## src/sv/csa_pkg.sv

```systemverilog
package csa_pkg;

  localparam int OP_W   = 2;
  localparam int AMT_W  = 11;
  localparam int IDX_W  = 10;
  localparam int ERR_W  = 3;
  localparam int CNT_W  = 11;
  localparam int SPC_W  = 11;

  localparam logic [SPC_W-1:0] SPC_RESET = 11'd64;

  typedef enum logic [OP_W-1:0] {
    OP_ALLOC = 2'd0,
    OP_FREE  = 2'd1,
    OP_INIT  = 2'd2,
    OP_NOP   = 2'd3
  } op_t;

  typedef enum logic [ERR_W-1:0] {
    ERR_OK       = 3'd0,
    ERR_AMOUNT   = 3'd1,
    ERR_CAPACITY = 3'd2,
    ERR_INDEX    = 3'd3,
    ERR_OCCUPIED = 3'd4
  } err_t;

  typedef enum logic [3:0] {
    S_CLR,
    S_IDLE,
    S_MUL,
    S_FREE,
    S_INIT,
    S_DIV,
    S_PLACE,
    S_SCAN,
    S_SCAN_END,
    S_MARK,
    S_FIN,
    S_WALK_RD,
    S_WALK_CK,
    S_DONE
  } state_t;

endpackage

```

## src/sv/csa_if.sv

```systemverilog
interface csa_in_if;
  logic                       valid;
  logic                       ready;
  logic [csa_pkg::OP_W-1:0]   op;
  logic [csa_pkg::AMT_W-1:0]  amount;
  logic [csa_pkg::IDX_W-1:0]  slot_index;

  modport source (output valid, output op, output amount, output slot_index, input ready);
  modport sink (input valid, input op, input amount, input slot_index, output ready);
endinterface

interface csa_out_if;
  logic                       valid;
  logic                       ready;
  logic [csa_pkg::IDX_W-1:0]  first_slot;
  logic [csa_pkg::ERR_W-1:0]  error_code;
  logic                       misaligned;
  logic [csa_pkg::CNT_W-1:0]  top_slot;
  logic [csa_pkg::CNT_W-1:0]  used_slots;
  logic [csa_pkg::CNT_W-1:0]  chunks_grown;

  modport source (output valid, output first_slot, output error_code, output misaligned,
                  output top_slot, output used_slots, output chunks_grown, input ready);
  modport sink (input valid, input first_slot, input error_code, input misaligned,
                input top_slot, input used_slots, input chunks_grown, output ready);
endinterface

interface csa_cfg_if;
  logic                       valid;
  logic                       ready;
  logic [csa_pkg::SPC_W-1:0]  data;

  modport source (output valid, output data, input ready);
  modport sink (input valid, input data, output ready);
endinterface

```

## src/sv/csa_ram.sv

```systemverilog
module csa_ram #(
  parameter int WIDTH = 1,
  parameter int DEPTH = 1024
) (
  input  logic                     clk,
  input  logic                     we,
  input  logic [$clog2(DEPTH)-1:0] waddr,
  input  logic [WIDTH-1:0]         wdata,
  input  logic [$clog2(DEPTH)-1:0] raddr,
  output logic [WIDTH-1:0]         rdata
);

  logic [WIDTH-1:0] mem [DEPTH];
  logic [WIDTH-1:0] rdata_r;

  always_ff @(posedge clk) begin
    if (we) begin
      mem[waddr] <= wdata;
    end
    rdata_r <= mem[raddr];
  end

  assign rdata = rdata_r;

endmodule

```

## src/sv/chunked_slot_stack_allocator.sv

```systemverilog
// chunked slot stack allocator
// in_ch carries one command item (op, amount, slot_index); out_ch returns one
// result item per command; the user writes slots_per_chunk on cfg_ch only while
// the block is idle; the block does not enforce it. one command at a time:
// in_ch.ready is high only while the sequencer is idle.
// steps per op:
//   alloc runs two passes of the shared bit-serial divider, one read pass and
//   one write pass over the run through the bitmap ram ports
//   free clears a valid slot and, if it lies just below top, walks top down over
//   clear slots
//   init clears the bitmap, one entry per cycle
// the bitmap ram has one write port and one registered read port.
// after reset the bitmap is swept clear with in_ch.ready low; cfg writes are
// taken during that time.
// the result sits in an output register: a stalled receiver holds it there, the
// next command is still accepted and waits in its done step until the register
// frees up.
module chunked_slot_stack_allocator #(
  parameter int CAPACITY = 1024
) (
  input logic     clk,
  input logic     rst_n,
  csa_in_if.sink  in_ch,
  csa_out_if.source out_ch,
  csa_cfg_if.sink cfg_ch
);

  localparam int AW  = $clog2(CAPACITY);
  localparam int TW  = $clog2(CAPACITY + 1);
  localparam int CW  = $clog2(TW + 1);
  localparam int EW  = ((TW > 12) ? TW : 12) + 1;
  localparam int MAW = (TW > csa_pkg::AMT_W) ? TW : csa_pkg::AMT_W;
  localparam int PW  = MAW + csa_pkg::SPC_W;
  localparam int SW  = ((TW > csa_pkg::AMT_W) ? TW : csa_pkg::AMT_W) + 1;
  localparam int DSW = csa_pkg::SPC_W + 1;

  localparam logic [EW-1:0] CAP_E = EW'(CAPACITY);
  localparam logic [PW-1:0] CAP_P = PW'(CAPACITY);
  localparam logic [SW-1:0] CAP_S = SW'(CAPACITY);
  localparam logic [TW-1:0] CAP_T = TW'(CAPACITY);
  localparam logic [AW-1:0] LAST_A = AW'(CAPACITY - 1);
  localparam logic [CW-1:0] DIV_STEPS = CW'(TW);

  csa_pkg::state_t state_r, state_nxt;

  csa_pkg::op_t              op_r, op_nxt;
  logic [csa_pkg::AMT_W-1:0] amount_r, amount_nxt;
  logic [csa_pkg::IDX_W-1:0] sidx_r, sidx_nxt;
  logic [csa_pkg::SPC_W-1:0] spc_r, spc_nxt;
  logic [TW-1:0]             top_r, top_nxt;
  logic [TW-1:0]             used_r, used_nxt;
  logic [TW-1:0]             chunks_r, chunks_nxt;
  csa_pkg::err_t             err_r, err_nxt;
  logic [AW-1:0]             first_r, first_nxt;
  logic                      mis_r, mis_nxt;
  logic [AW-1:0]             start_r, start_nxt;
  logic [TW-1:0]             chunk1_r, chunk1_nxt;
  logic                      hit_r, hit_nxt;
  logic                      chk_vld_r, chk_vld_nxt;
  logic [csa_pkg::AMT_W-1:0] idx_r, idx_nxt;
  logic [AW-1:0]             clr_addr_r, clr_addr_nxt;
  logic                      clr_init_r, clr_init_nxt;
  logic [TW-1:0]             q_r, q_nxt;
  logic [csa_pkg::SPC_W-1:0] rem_r, rem_nxt;
  logic [csa_pkg::SPC_W-1:0] dvs_r, dvs_nxt;
  logic [CW-1:0]             div_cnt_r, div_cnt_nxt;
  logic                      div_sel_r, div_sel_nxt;
  logic [PW-1:0]             prod_r, prod_nxt;

  logic                      out_valid_r, out_valid_nxt;
  logic [csa_pkg::IDX_W-1:0] out_first_r, out_first_nxt;
  logic [csa_pkg::ERR_W-1:0] out_err_r, out_err_nxt;
  logic                      out_mis_r, out_mis_nxt;
  logic [csa_pkg::CNT_W-1:0] out_top_r, out_top_nxt;
  logic [csa_pkg::CNT_W-1:0] out_used_r, out_used_nxt;
  logic [csa_pkg::CNT_W-1:0] out_chunks_r, out_chunks_nxt;

  logic                      ram_we;
  logic [AW-1:0]             ram_waddr;
  logic                      ram_wdata;
  logic [AW-1:0]             ram_raddr;
  logic                      ram_rdata;

  logic                      in_fire;
  csa_pkg::op_t              op_in;
  logic [csa_pkg::SPC_W-1:0] spc_eff;
  logic                      amt_in_bad;
  logic                      init_in_bad;
  logic [DSW-1:0]            div_sh;
  logic                      div_ge;
  logic [DSW-1:0]            div_sub;
  logic                      div_last;
  logic [TW-1:0]             base;
  logic                      wrap;
  logic [EW-1:0]             start_e;
  logic [EW-1:0]             end_e;
  logic                      place_over;
  logic [31:0]               chunk1_w;
  logic [31:0]               scan_addr_w;
  logic                      run_last;
  logic                      hit_now;
  logic [PW-1:0]             cov;
  logic                      free_bad;
  logic [TW-1:0]             tm1;
  logic                      free_walk;
  logic                      walk_more;
  logic                      init_over;
  logic                      clr_last;
  logic                      out_free;
  logic [SW-1:0]             used_sum;
  logic [31:0]               sidx_w;
  logic [31:0]               amt_w;
  logic [31:0]               first_w;
  logic [31:0]               top_w;
  logic [31:0]               used_w;
  logic [31:0]               chunks_w;

  assign in_fire     = in_ch.valid && in_ch.ready;
  assign op_in       = csa_pkg::op_t'(in_ch.op);
  assign spc_eff     = (spc_r == '0) ? csa_pkg::SPC_W'(1) : spc_r;
  assign amt_in_bad  = (in_ch.amount == '0) || (in_ch.amount > spc_eff);
  assign init_in_bad = (in_ch.amount == '0);

  assign div_sh   = {rem_r, q_r[TW-1]};
  assign div_ge   = div_sh >= {1'b0, dvs_r};
  assign div_sub  = div_sh - {1'b0, dvs_r};
  assign div_last = (div_cnt_r == CW'(1));

  assign base       = top_r - TW'(rem_r);
  assign wrap       = (DSW'(rem_r) + DSW'(amount_r)) > DSW'(spc_eff);
  assign start_e    = wrap ? (EW'(base) + EW'(spc_eff)) : EW'(top_r);
  assign end_e      = wrap ? (EW'(base) + EW'(spc_eff) + EW'(spc_eff))
                           : (EW'(base) + EW'(spc_eff));
  assign place_over = end_e > CAP_E;
  assign chunk1_w   = wrap ? (32'(q_r) + 32'd2) : (32'(q_r) + 32'd1);

  assign scan_addr_w = 32'(start_r) + 32'(idx_r);
  assign run_last    = (DSW'(idx_r) + DSW'(1)) == DSW'(amount_r);
  assign hit_now     = hit_r || (chk_vld_r && ram_rdata);

  assign cov       = (prod_r > CAP_P) ? CAP_P : prod_r;
  assign free_bad  = PW'(sidx_r) >= cov;
  assign tm1       = top_r - TW'(1);
  assign sidx_w    = 32'(sidx_r);
  assign free_walk = (top_r != '0) && (sidx_w == 32'(tm1));
  assign walk_more = (tm1 != '0);
  assign init_over = prod_r > CAP_P;
  assign clr_last  = (clr_addr_r == LAST_A);
  assign out_free  = !out_valid_r || out_ch.ready;
  assign used_sum  = SW'(used_r) + SW'(amount_r);
  assign amt_w     = 32'(amount_r);

  // next state
  always_comb begin
    state_nxt = state_r;
    unique case (state_r)
      csa_pkg::S_CLR: begin
        if (clr_last) begin
          state_nxt = clr_init_r ? csa_pkg::S_DONE : csa_pkg::S_IDLE;
        end
      end
      csa_pkg::S_IDLE: begin
        if (in_fire) begin
          unique case (op_in)
            csa_pkg::OP_ALLOC: state_nxt = amt_in_bad ? csa_pkg::S_DONE : csa_pkg::S_DIV;
            csa_pkg::OP_FREE:  state_nxt = csa_pkg::S_MUL;
            csa_pkg::OP_INIT:  state_nxt = init_in_bad ? csa_pkg::S_DONE : csa_pkg::S_MUL;
            default:           state_nxt = csa_pkg::S_DONE;
          endcase
        end
      end
      csa_pkg::S_MUL: begin
        state_nxt = (op_r == csa_pkg::OP_FREE) ? csa_pkg::S_FREE : csa_pkg::S_INIT;
      end
      csa_pkg::S_FREE: begin
        state_nxt = (!free_bad && free_walk) ? csa_pkg::S_WALK_RD : csa_pkg::S_DONE;
      end
      csa_pkg::S_INIT: begin
        state_nxt = init_over ? csa_pkg::S_DONE : csa_pkg::S_CLR;
      end
      csa_pkg::S_DIV: begin
        if (div_last) begin
          state_nxt = div_sel_r ? csa_pkg::S_FIN : csa_pkg::S_PLACE;
        end
      end
      csa_pkg::S_PLACE: begin
        state_nxt = place_over ? csa_pkg::S_DONE : csa_pkg::S_SCAN;
      end
      csa_pkg::S_SCAN: begin
        if (run_last) begin
          state_nxt = csa_pkg::S_SCAN_END;
        end
      end
      csa_pkg::S_SCAN_END: begin
        state_nxt = hit_now ? csa_pkg::S_DONE : csa_pkg::S_MARK;
      end
      csa_pkg::S_MARK: begin
        if (run_last) begin
          state_nxt = csa_pkg::S_DIV;
        end
      end
      csa_pkg::S_FIN:     state_nxt = csa_pkg::S_DONE;
      csa_pkg::S_WALK_RD: state_nxt = csa_pkg::S_WALK_CK;
      csa_pkg::S_WALK_CK: begin
        state_nxt = (!ram_rdata && walk_more) ? csa_pkg::S_WALK_RD : csa_pkg::S_DONE;
      end
      csa_pkg::S_DONE: begin
        if (out_free) begin
          state_nxt = csa_pkg::S_IDLE;
        end
      end
      default: state_nxt = csa_pkg::S_IDLE;
    endcase
  end

  // datapath and outputs
  always_comb begin
    op_nxt       = op_r;
    amount_nxt   = amount_r;
    sidx_nxt     = sidx_r;
    top_nxt      = top_r;
    used_nxt     = used_r;
    chunks_nxt   = chunks_r;
    err_nxt      = err_r;
    first_nxt    = first_r;
    mis_nxt      = mis_r;
    start_nxt    = start_r;
    chunk1_nxt   = chunk1_r;
    hit_nxt      = hit_r;
    chk_vld_nxt  = (state_r == csa_pkg::S_SCAN);
    idx_nxt      = idx_r;
    clr_addr_nxt = clr_addr_r;
    clr_init_nxt = clr_init_r;
    q_nxt        = q_r;
    rem_nxt      = rem_r;
    dvs_nxt      = dvs_r;
    div_cnt_nxt  = div_cnt_r;
    div_sel_nxt  = div_sel_r;
    prod_nxt     = prod_r;
    ram_we       = 1'b0;
    ram_waddr    = clr_addr_r;
    ram_wdata    = 1'b0;
    ram_raddr    = scan_addr_w[AW-1:0];

    unique case (state_r)
      csa_pkg::S_CLR: begin
        ram_we       = 1'b1;
        ram_waddr    = clr_addr_r;
        clr_addr_nxt = clr_addr_r + AW'(1);
      end
      csa_pkg::S_IDLE: begin
        if (in_fire) begin
          op_nxt     = op_in;
          amount_nxt = in_ch.amount;
          sidx_nxt   = in_ch.slot_index;
          err_nxt    = csa_pkg::ERR_OK;
          first_nxt  = '0;
          mis_nxt    = 1'b0;
          if (op_in == csa_pkg::OP_ALLOC) begin
            if (amt_in_bad) begin
              err_nxt = csa_pkg::ERR_AMOUNT;
            end else begin
              q_nxt       = top_r;
              rem_nxt     = '0;
              dvs_nxt     = spc_eff;
              div_cnt_nxt = DIV_STEPS;
              div_sel_nxt = 1'b0;
            end
          end else if (op_in == csa_pkg::OP_INIT && init_in_bad) begin
            err_nxt = csa_pkg::ERR_AMOUNT;
          end
        end
      end
      csa_pkg::S_MUL: begin
        if (op_r == csa_pkg::OP_FREE) begin
          prod_nxt = PW'(MAW'(chunks_r)) * PW'(spc_eff);
        end else begin
          prod_nxt = PW'(MAW'(amount_r)) * PW'(spc_eff);
        end
      end
      csa_pkg::S_FREE: begin
        if (free_bad) begin
          err_nxt = csa_pkg::ERR_INDEX;
        end else begin
          ram_we    = 1'b1;
          ram_waddr = sidx_w[AW-1:0];
          ram_wdata = 1'b0;
          used_nxt  = (used_r != '0) ? (used_r - TW'(1)) : used_r;
        end
      end
      csa_pkg::S_INIT: begin
        if (init_over) begin
          err_nxt = csa_pkg::ERR_CAPACITY;
        end else begin
          if (MAW'(amount_r) > MAW'(chunks_r)) begin
            chunks_nxt = amt_w[TW-1:0];
          end
          clr_addr_nxt = '0;
          clr_init_nxt = 1'b1;
        end
      end
      csa_pkg::S_DIV: begin
        if (div_ge) begin
          rem_nxt = div_sub[csa_pkg::SPC_W-1:0];
          q_nxt   = {q_r[TW-2:0], 1'b1};
        end else begin
          rem_nxt = div_sh[csa_pkg::SPC_W-1:0];
          q_nxt   = {q_r[TW-2:0], 1'b0};
        end
        div_cnt_nxt = div_cnt_r - CW'(1);
      end
      csa_pkg::S_PLACE: begin
        if (place_over) begin
          err_nxt = csa_pkg::ERR_CAPACITY;
        end else begin
          start_nxt  = start_e[AW-1:0];
          chunk1_nxt = chunk1_w[TW-1:0];
          idx_nxt    = '0;
          hit_nxt    = 1'b0;
        end
      end
      csa_pkg::S_SCAN: begin
        ram_raddr = scan_addr_w[AW-1:0];
        idx_nxt   = idx_r + csa_pkg::AMT_W'(1);
        hit_nxt   = hit_now;
      end
      csa_pkg::S_SCAN_END: begin
        hit_nxt = hit_now;
        idx_nxt = '0;
        if (hit_now) begin
          err_nxt = csa_pkg::ERR_OCCUPIED;
        end
      end
      csa_pkg::S_MARK: begin
        ram_we    = 1'b1;
        ram_waddr = scan_addr_w[AW-1:0];
        ram_wdata = 1'b1;
        idx_nxt   = idx_r + csa_pkg::AMT_W'(1);
        if (run_last) begin
          q_nxt       = TW'(start_r);
          rem_nxt     = '0;
          dvs_nxt     = amount_r;
          div_cnt_nxt = DIV_STEPS;
          div_sel_nxt = 1'b1;
        end
      end
      csa_pkg::S_FIN: begin
        mis_nxt   = (rem_r != '0);
        first_nxt = start_r;
        top_nxt   = TW'(start_r) + TW'(amount_r);
        used_nxt  = (used_sum > CAP_S) ? CAP_T : used_sum[TW-1:0];
        if (chunk1_r > chunks_r) begin
          chunks_nxt = chunk1_r;
        end
      end
      csa_pkg::S_WALK_RD: begin
        ram_raddr = tm1[AW-1:0];
      end
      csa_pkg::S_WALK_CK: begin
        if (!ram_rdata) begin
          top_nxt = tm1;
        end
      end
      csa_pkg::S_DONE: begin
        clr_init_nxt = 1'b0;
      end
      default: begin
        clr_init_nxt = 1'b0;
      end
    endcase
  end

  // result register
  assign first_w  = 32'(first_r);
  assign top_w    = 32'(top_r);
  assign used_w   = 32'(used_r);
  assign chunks_w = 32'(chunks_r);

  always_comb begin
    out_valid_nxt  = out_valid_r && !out_ch.ready;
    out_first_nxt  = out_first_r;
    out_err_nxt    = out_err_r;
    out_mis_nxt    = out_mis_r;
    out_top_nxt    = out_top_r;
    out_used_nxt   = out_used_r;
    out_chunks_nxt = out_chunks_r;
    if (state_r == csa_pkg::S_DONE && out_free) begin
      out_valid_nxt  = 1'b1;
      out_first_nxt  = first_w[csa_pkg::IDX_W-1:0];
      out_err_nxt    = err_r;
      out_mis_nxt    = mis_r;
      out_top_nxt    = top_w[csa_pkg::CNT_W-1:0];
      out_used_nxt   = used_w[csa_pkg::CNT_W-1:0];
      out_chunks_nxt = chunks_w[csa_pkg::CNT_W-1:0];
    end
  end

  assign spc_nxt = (cfg_ch.valid && cfg_ch.ready) ? cfg_ch.data : spc_r;

  always_ff @(posedge clk) begin
    if (!rst_n) begin
      state_r     <= csa_pkg::S_CLR;
      clr_addr_r  <= '0;
      clr_init_r  <= 1'b0;
      top_r       <= '0;
      used_r      <= '0;
      chunks_r    <= '0;
      spc_r       <= csa_pkg::SPC_RESET;
      out_valid_r <= 1'b0;
      chk_vld_r   <= 1'b0;
      hit_r       <= 1'b0;
      div_cnt_r   <= '0;
      div_sel_r   <= 1'b0;
      idx_r       <= '0;
      op_r        <= csa_pkg::OP_NOP;
      err_r       <= csa_pkg::ERR_OK;
    end else begin
      state_r     <= state_nxt;
      clr_addr_r  <= clr_addr_nxt;
      clr_init_r  <= clr_init_nxt;
      top_r       <= top_nxt;
      used_r      <= used_nxt;
      chunks_r    <= chunks_nxt;
      spc_r       <= spc_nxt;
      out_valid_r <= out_valid_nxt;
      chk_vld_r   <= chk_vld_nxt;
      hit_r       <= hit_nxt;
      div_cnt_r   <= div_cnt_nxt;
      div_sel_r   <= div_sel_nxt;
      idx_r       <= idx_nxt;
      op_r        <= op_nxt;
      err_r       <= err_nxt;
    end
  end

  always_ff @(posedge clk) begin
    amount_r     <= amount_nxt;
    sidx_r       <= sidx_nxt;
    first_r      <= first_nxt;
    mis_r        <= mis_nxt;
    start_r      <= start_nxt;
    chunk1_r     <= chunk1_nxt;
    q_r          <= q_nxt;
    rem_r        <= rem_nxt;
    dvs_r        <= dvs_nxt;
    prod_r       <= prod_nxt;
    out_first_r  <= out_first_nxt;
    out_err_r    <= out_err_nxt;
    out_mis_r    <= out_mis_nxt;
    out_top_r    <= out_top_nxt;
    out_used_r   <= out_used_nxt;
    out_chunks_r <= out_chunks_nxt;
  end

  csa_ram #(
    .WIDTH (1),
    .DEPTH (CAPACITY)
  ) u_bitmap (
    .clk   (clk),
    .we    (ram_we),
    .waddr (ram_waddr),
    .wdata (ram_wdata),
    .raddr (ram_raddr),
    .rdata (ram_rdata)
  );

  assign in_ch.ready         = (state_r == csa_pkg::S_IDLE);
  assign cfg_ch.ready        = 1'b1;
  assign out_ch.valid        = out_valid_r;
  assign out_ch.first_slot   = out_first_r;
  assign out_ch.error_code   = out_err_r;
  assign out_ch.misaligned   = out_mis_r;
  assign out_ch.top_slot     = out_top_r;
  assign out_ch.used_slots   = out_used_r;
  assign out_ch.chunks_grown = out_chunks_r;

endmodule

```

## src/flat_wrapper.sv

```systemverilog
// flat-port wrapper written by rule: the top's interface ports become plain ports
module chunked_slot_stack_allocator_flat 
#(
  parameter int CAPACITY = 1024
)
  (clk, rst_n, in_ch_valid, in_ch_op, in_ch_amount, in_ch_slot_index, in_ch_ready, out_ch_valid, out_ch_first_slot, out_ch_error_code, out_ch_misaligned, out_ch_top_slot, out_ch_used_slots, out_ch_chunks_grown, out_ch_ready, cfg_ch_valid, cfg_ch_data, cfg_ch_ready);
  csa_in_if in_ch_i ();
  csa_out_if out_ch_i ();
  csa_cfg_if cfg_ch_i ();
  input logic clk;
  input logic rst_n;
  input wire logic [$bits(in_ch_i.valid)-1:0] in_ch_valid;
  input wire logic [$bits(in_ch_i.op)-1:0] in_ch_op;
  input wire logic [$bits(in_ch_i.amount)-1:0] in_ch_amount;
  input wire logic [$bits(in_ch_i.slot_index)-1:0] in_ch_slot_index;
  output wire logic [$bits(in_ch_i.ready)-1:0] in_ch_ready;
  output wire logic [$bits(out_ch_i.valid)-1:0] out_ch_valid;
  output wire logic [$bits(out_ch_i.first_slot)-1:0] out_ch_first_slot;
  output wire logic [$bits(out_ch_i.error_code)-1:0] out_ch_error_code;
  output wire logic [$bits(out_ch_i.misaligned)-1:0] out_ch_misaligned;
  output wire logic [$bits(out_ch_i.top_slot)-1:0] out_ch_top_slot;
  output wire logic [$bits(out_ch_i.used_slots)-1:0] out_ch_used_slots;
  output wire logic [$bits(out_ch_i.chunks_grown)-1:0] out_ch_chunks_grown;
  input wire logic [$bits(out_ch_i.ready)-1:0] out_ch_ready;
  input wire logic [$bits(cfg_ch_i.valid)-1:0] cfg_ch_valid;
  input wire logic [$bits(cfg_ch_i.data)-1:0] cfg_ch_data;
  output wire logic [$bits(cfg_ch_i.ready)-1:0] cfg_ch_ready;
  assign in_ch_i.valid = in_ch_valid;
  assign in_ch_i.op = in_ch_op;
  assign in_ch_i.amount = in_ch_amount;
  assign in_ch_i.slot_index = in_ch_slot_index;
  assign in_ch_ready = in_ch_i.ready;
  assign out_ch_valid = out_ch_i.valid;
  assign out_ch_first_slot = out_ch_i.first_slot;
  assign out_ch_error_code = out_ch_i.error_code;
  assign out_ch_misaligned = out_ch_i.misaligned;
  assign out_ch_top_slot = out_ch_i.top_slot;
  assign out_ch_used_slots = out_ch_i.used_slots;
  assign out_ch_chunks_grown = out_ch_i.chunks_grown;
  assign out_ch_i.ready = out_ch_ready;
  assign cfg_ch_i.valid = cfg_ch_valid;
  assign cfg_ch_i.data = cfg_ch_data;
  assign cfg_ch_ready = cfg_ch_i.ready;
  chunked_slot_stack_allocator #(.CAPACITY(CAPACITY)) u_core (.clk(clk), .rst_n(rst_n), .in_ch(in_ch_i), .out_ch(out_ch_i), .cfg_ch(cfg_ch_i));
endmodule
```

## config.mk

```make
export PLATFORM = sky130hd
export DESIGN_NAME = chunked_slot_stack_allocator_flat
export DESIGN_NICKNAME = d
export VERILOG_FILES = /design/src/sv/csa_pkg.sv /design/src/sv/csa_if.sv /design/src/sv/csa_ram.sv /design/src/sv/chunked_slot_stack_allocator.sv /design/src/flat_wrapper.sv
export SDC_FILE = /design/constraint.sdc
export NUM_CORES = 2
export LEC_CHECK = 0
export ABC_AREA = 1
export BUFFER_PORTS_ARGS = -buffer_cell sky130_fd_sc_hd__clkbuf_2
export CELL_PAD_IN_SITES_DETAIL_PLACEMENT = 0
export CELL_PAD_IN_SITES_GLOBAL_PLACEMENT = 2
export CORE_ASPECT_RATIO = 0.7
export CORE_MARGIN = 8
export CORE_UTILIZATION = 45
export CTS_BUF_LIST = sky130_fd_sc_hd__clkbuf_4 sky130_fd_sc_hd__clkbuf_8
export DETAILED_ROUTE_END_ITERATION = 6
export GPL_TIMING_DRIVEN = 0
export PLACE_DENSITY_LB_ADDON = 0.12
export SYNTH_ARGS = -nofsm -noshare
export SYNTH_HDL_FRONTEND = slang
export SYNTH_SLANG_ARGS = --single-unit
```

## constraint.sdc

```tcl
create_clock -name clk -period 61.5 [get_ports clk]
set_clock_uncertainty 0.05 [all_clocks]
set_input_delay 6.15 -clock clk [delete_from_list [all_inputs] [get_ports clk]]
set_output_delay 6.15 -clock clk [all_outputs]
set_load 0.005 [all_outputs]
```

* After elaboration in Yosys (flattened, before gate mapping) *
Memories as Yosys holds them, arrays and structs flattened. A register that Yosys moved wholly into a read port is not among the register bits.
Index checks and enable logic that the tools add are counted.

storage, ports and cells
  output and inout bits = 50
  bits in latches = 0
  memory bits (writable) = 1024
  bits in registers = 238
  memories = 1
  bits in read-only memories = 0

memories
  memory               depth  width  read ports  clocked after memory_dff  wr ports  RTL line       source
  u_core.u_bitmap.mem  1024   1      1           1                         1         csa_ram.sv:13  logic [WIDTH-1:0] mem [DEPTH];

cells by class
  magnitude comparators = 9
  add/subtract/negate cells = 16
  div/mod/pow operators = 0
  $mul = 2
  shifts and indexed selects = 0
  bitwise logic cells = 2
  equality and inequality tests = 39
  reductions and logical operators = 51
  muxes and demuxes = 91

operator list
  kind                   number
  $mux 11                23
  $pmux 11 s3            3
  $pmux 11 s2            4
  $mux 4                 16
  $pmux 10 s2            3
  $pmux 4 s14            1
  $mux 10                5
  $mul 11x11->22         2
  $mux 22                2
  $reduce_bool 11->1     4
  $add 11x11->12         3
  $gt 11x11->1           3
  $mux 3                 10
  $eq 4x4->1 const B     6
  $pmux 4 s3             2
  $add 11x1->11 const B  2
  $ge 10x22->1           1
  $gt 22x11->1 const B   1
  $logic_not 11->1       2
  $ne 2x1->1 const B     11
  $sub 11x1->11 const B  2
  $sub 11x11->11         2
  $eq 4x3->1 const B     4
  $ne 2x2->1 const B     8
  38 further kinds       90

* Depth between registers and ports, before layout *
  word-level depth = 8
  mapped depth = 36
  depth with buffers taken out = 35

* Cells and area by module *
Synthesis repeated with hierarchy kept, for this count alone.

unflattened totals
  cell total of the unflattened synthesis = 7834
  area, all modules = 70726.6 sq um

by module, submodules not included
  module                        cells an instance  seq. area each (sq um)  area an instance (sq um)  times used
  csa_ram                       4679               30769.5                 46392.0                   1
  chunked_slot_stack_allocator  3155               6316.1                  24334.6                   1

* Worst setup path before layout *
No wires, ideal clock.

  path kind = flip-flop to flip-flop
  start point = register u_core.state_r[0]
  end point = memory u_core.u_bitmap.mem[0] (data pin)
  library setup time = 3463 ps
  slack = 41506 ps
  data required time = 57987 ps
  clock period less this slack = 19994 ps
  arrival time = 16481 ps
  stages on the path, launching flop included = 7
  path through = dfxtp_1 inv_1 nor2_1 inv_1 nor2_1 buf_2 clkbuf_1

on the way
  cells in the longest elaborated chain, start to end = 2

RTL lines
  what                    RTL line                             source
  start, declared         chunked_slot_stack_allocator.sv:44   csa_pkg::state_t state_r, state_nxt;
  start signal, assigned  chunked_slot_stack_allocator.sv:402  state_r <= csa_pkg::S_CLR;
  start signal, assigned  chunked_slot_stack_allocator.sv:418  state_r <= state_nxt;
  $eq 4x4->1              chunked_slot_stack_allocator.sv:245  unique case (state_r)
  $mux 1                  --
  end, declared           csa_ram.sv:13

Every way passes these cells.

* Worst setup path after layout *
  start point = register u_core.state_r[0]
  end point = output in_ch_ready

on the way
  cells in the longest elaborated chain, start to end = 1

RTL lines
  what           RTL line                             source
  $eq 4x1->1     chunked_slot_stack_allocator.sv:467  assign in_ch.ready = (state_r == csa_pkg::S_IDLE);
  end, declared  flat_wrapper.sv:16                   output wire logic [$bits(in_ch_i.ready)-1:0] in_ch_ready;

Every way passes these cells.

==> key figures <==
Run status
  – Outcome: finished with violations
  – Failing checks: design-rule violations, max-capacitance violations, max-slew violations

Clock network
  – Clk slew on worst S/H paths: 0.06 ns
  – H-tree levels: 4
  – Clock Latency Late Sink: 0.96 ns
  – CTS root buf: clkbuf_8
  – Post-CTS Setup Inserts: 0
  – # resized after CTS: 0
  – CTS Buf Count: 203
  – CTS Hold Buffers Added: 0
  – CTS tree: built
  – Maximum clock insertion buffer count: 3
  – Num Clock Sinks: 1263

Hold path
  – Worst Hold Depth: 0
  – WHS Endpoint: u_core.out_ch.first_slot[3]$_DFFE_PP_
  – Hold Crit Class: flop to flop
  – Min-delay src: u_core.first_r[3]$_SDFFCE_PN0P_

Worst setup path
  – WS Path Type: flop to output pin
  – R2r startpoint: u_core.amount_r[10]$_DFFE_PP_
  – R2R cell count: 22
  – R2r endpoint: u_core.prod_r[19]$_DFFE_PP_
  – R2R setup slack: 54.23 ns
  – Crit start category: flop
  – Req. time, crit path: 55.30 ns
  – Worst Setup End Kind: output pin
  – Crit path max fanout: 4
  – Critical Path AT: 2.36 ns

Power and ir drop
  – P_leak: 33.55 nW
  – P_sw: 0.0004565 W
  – PwrDens: 22.55 nW/um2
  – VDD IR max: 19.43 uV
  – Comb power frac: 6.5%
  – Seq pwr share: 51.6%
  – Final Power: 0.001803 W
  – Internal Power: 0.001347 W
  – Clock share of power: 41.9%
  – Sw frac: 25.31%

Timing
  – Fmax: 116.8 MHz
  – Worst-margin pin slew: 1.678 ns
  – Fin crit share: 13.92%
  – RSZ-0062 raised after global routing: no
  – # setup viols final: 0
  – Final WS setup: 52.94 ns
  – Slew Limit Fails: 65
  – Final hold violation count: 0
  – Period minus WS final: 8.562 ns
  – Worst slew margin: -11.89%
  – Setup TNS: 0 ns

Cells and area
  – Final Non-Filler Cells: 10920
  – Nets: 9100
  – Layout area overhead: 10.45%
  – Share of cells above drive strength 1: 8.462%

Drt
  – WL per Instance: 29.14 um
  – Total Wirelength: 318200 um
  – Pre-Repair DR Iteration Count: 7
  – Starting DRT DRC Count: 10980
  – Post-DRT Antenna Nets: 0
  – Vias per inst: 5.836
  – Drc violations: 11
  – Vias: 63720

Synthesis
  – Post-synthesis async set-or-reset flop share: 0%
  – Net count after synthesis: 8791
  – Prevailing post-synth register cell: edfxtp_1
  – Area leader, netlist: edfxtp_1
  – Syn Std Cell Area: 72420 um2
  – Flops & latches, synth: 1263
  – Top-count cell post-synth: nand2_1
  – Top cells by area, synth: edfxtp_1 49%, nand2_1 10%, nor2_1 6.4%, inv_1 6.0%, nand3_1 5.7%
  – Synth top area share: 48.88%
  – Synthesized area per cell: 8.711 um2
  – Syn Inst Count: 8314
  – Synth warn: 0
  – Number of synthesized flops with an enable pin: 1179
  – Post-synthesis sequential area ratio: 51.21%
  – Post-synth cell types: 53
  – Most frequent cells after synthesis: 1943 x nand2_1, 1234 x nor2_1, 1179 x edfxtp_1

Placed design
  – Pre-CTS WS: 52.13 ns
  – DP Cell Count: 10540
  – Port Buf Inserts: 86
  – GP Congestion: 0.9739
  – Post-DP HPWL: 225300 um

Floorplanning
  – Io pins: 89
  – Total die area: 174200 um2
  – Starting Density: 45.21%
  – Area of the core: 160200 um2
  – DIE HEIGHT: 351.6 um
  – Die extent in x: 495.5 um
  – Site row count: 123

GRT
  – Initial antenna violation count: 34
  – First-pass GRT wire length: 438600 um
  – Largest net degree at the start of global routing: 101
  – GRT overflow: 0
  – Vias in the first global route: 57950
  – Tot GR Track Use: 35.75%

Run
  – Max-Cap Viols: 6
metal layers:
layer	share of wire [%]	vias to the layer above	GRT usage [%]
li1	-	27560	-
met4	3.3	10	10.97
met1	44	31220	54.28
met3	16	615	13.94
met5	0.023	-	0.1373
met2	37	4310	46.08
power groups by stage:
| stage | registers, W | logic (W) | clock network [W] |
|---|---|---|---|
| 6_report | 0.000930 | 0.000118 | 0.000755 |
| 3_3_place_gp | 0.000948 | 0.000114 | 0 |
| 5_1_grt | 0.000930 | 0.000133 | 0.000787 |
| 3_5_place_dp | 0.000948 | 0.000115 | 0 |
| 2_1_floorplan | 0.000948 | 0.0000766 | 0 |
| 4_1_cts | 0.000930 | 0.000116 | 0.000752 |
cells in the final DEF, fill, tap and decap left out, types with 34 or more instances in the layout:
| cell | count |
|---|---|
| a211oi_1 | 34 |
| o21ai_0 | 214 |
| inv_1 | 1151 |
| edfxtp_1 | 1179 |
| ha_1 | 270 |
| o211ai_1 | 141 |
| nand3_1 | 830 |
| xor2_1 | 67 |
| nand4_1 | 40 |
| clkinv_1 | 55 |
| buf_1 | 44 |
| nand2_1 | 1943 |
| clkbuf_1 | 185 |
| a21oi_1 | 208 |
| clkbuf_2 | 92 |
| clkbuf_8 | 211 |
| dfxtp_1 | 84 |
| clkbuf_4 | 76 |
| xnor2_1 | 37 |
| buf_2 | 274 |
| nor2_1 | 1232 |
| fa_1 | 168 |
logic make-up after synthesis:
kind of cell	count (synthesis)	synth area share, %
AOI/OAI and AO/OA	683	5.617
xor gates and xnor gates	104	1.258
adders and majority gates	438	9.308
buffers and inverters	1678	9.189
DFF	1263	51.21
muxes	2	0.02937
other	1	0.005178
and+or+nand+nor	4145	23.39
stage by stage:
stage	instance area (um2)	hold WS (ns)	util [%]
CTS	79940	0.3768	49.90
detailed placement	75950	0.3563	47.41
finish	79990	0.3733	49.93
global route	79970	0.3816	49.91
global placement	75510	0.3571	47.13
floorplan	72420	0.3503	-
how the worst max path moves through the flow:
| stage | slack [ns] | cells after the start | endpoint | startpoint |
|---|---|---|---|---|
| 2_1_floorplan | 41.51 | 6 | u_core.u_bitmap.mem[0]$_DFFE_PP_ | u_core.state_r[0]$_SDFFE_PN0P_ |
| 3_3_place_gp | 27.61 | 4 | u_core.u_bitmap.mem[666]$_DFFE_PP_ | u_core.state_r[3]$_SDFFE_PN0P_ |
| 3_5_place_dp | 52.13 | 10 | u_core.rem_r[5]$_SDFFCE_PN0P_ | in_ch_amount[10] |
| 4_1_cts | 52.92 | 5 | in_ch_ready | u_core.state_r[0]$_SDFFE_PN0P_ |
| 5_1_grt | 52.84 | 12 | u_core.div_cnt_r[3]$_SDFFE_PN0P_ | in_ch_amount[10] |
| 6_report | 52.94 | 5 | in_ch_ready | u_core.state_r[0]$_SDFFE_PN0P_ |
final cells by class:
| class | count | area, um2 |
|---|---|---|
| Buffer | 514 | 2298 |
| Antenna cell | 12 | 30.03 |
| Clock inverter | 76 | 521.8 |
| Clock buffer | 286 | 3467 |
| Inverter | 1164 | 4369 |
| Multi-Input combinational cell | 5373 | 28720 |
| Tap cell | 2125 | 2659 |
| Timing Repair Buffer | 104 | 838.3 |
| Sequential cell | 1263 | 37090 |
| Fill cell | 15500 | 80220 |
flip-flops by register name, indices dropped and copies added, names as in the netlist, 11 cells and up:
name,count
u_core.dvs_r,11
u_core.out_ch.used_slots,11
u_core.prod_r,22
u_core.used_r,11
u_core.out_ch.chunks_grown,11
u_core.idx_r,11
u_core.chunks_r,11
u_core.q_r,11
u_core.chunk1_r,11
u_core.rem_r,11
u_core.spc_r,11
u_core.amount_r,11
u_core.top_r,11
u_core.u_bitmap.mem,1024
u_core.out_ch.top_slot,11
critical path, stage by stage (launching register included):
cell	delay, ns
dfxtp_1	0.37
inv_1	0.07
nor2_1	0.16
inv_1	0.12
nor2_1	0.46
clkbuf_2	0.25
Note: power is estimated with default switching activity, not from simulation.
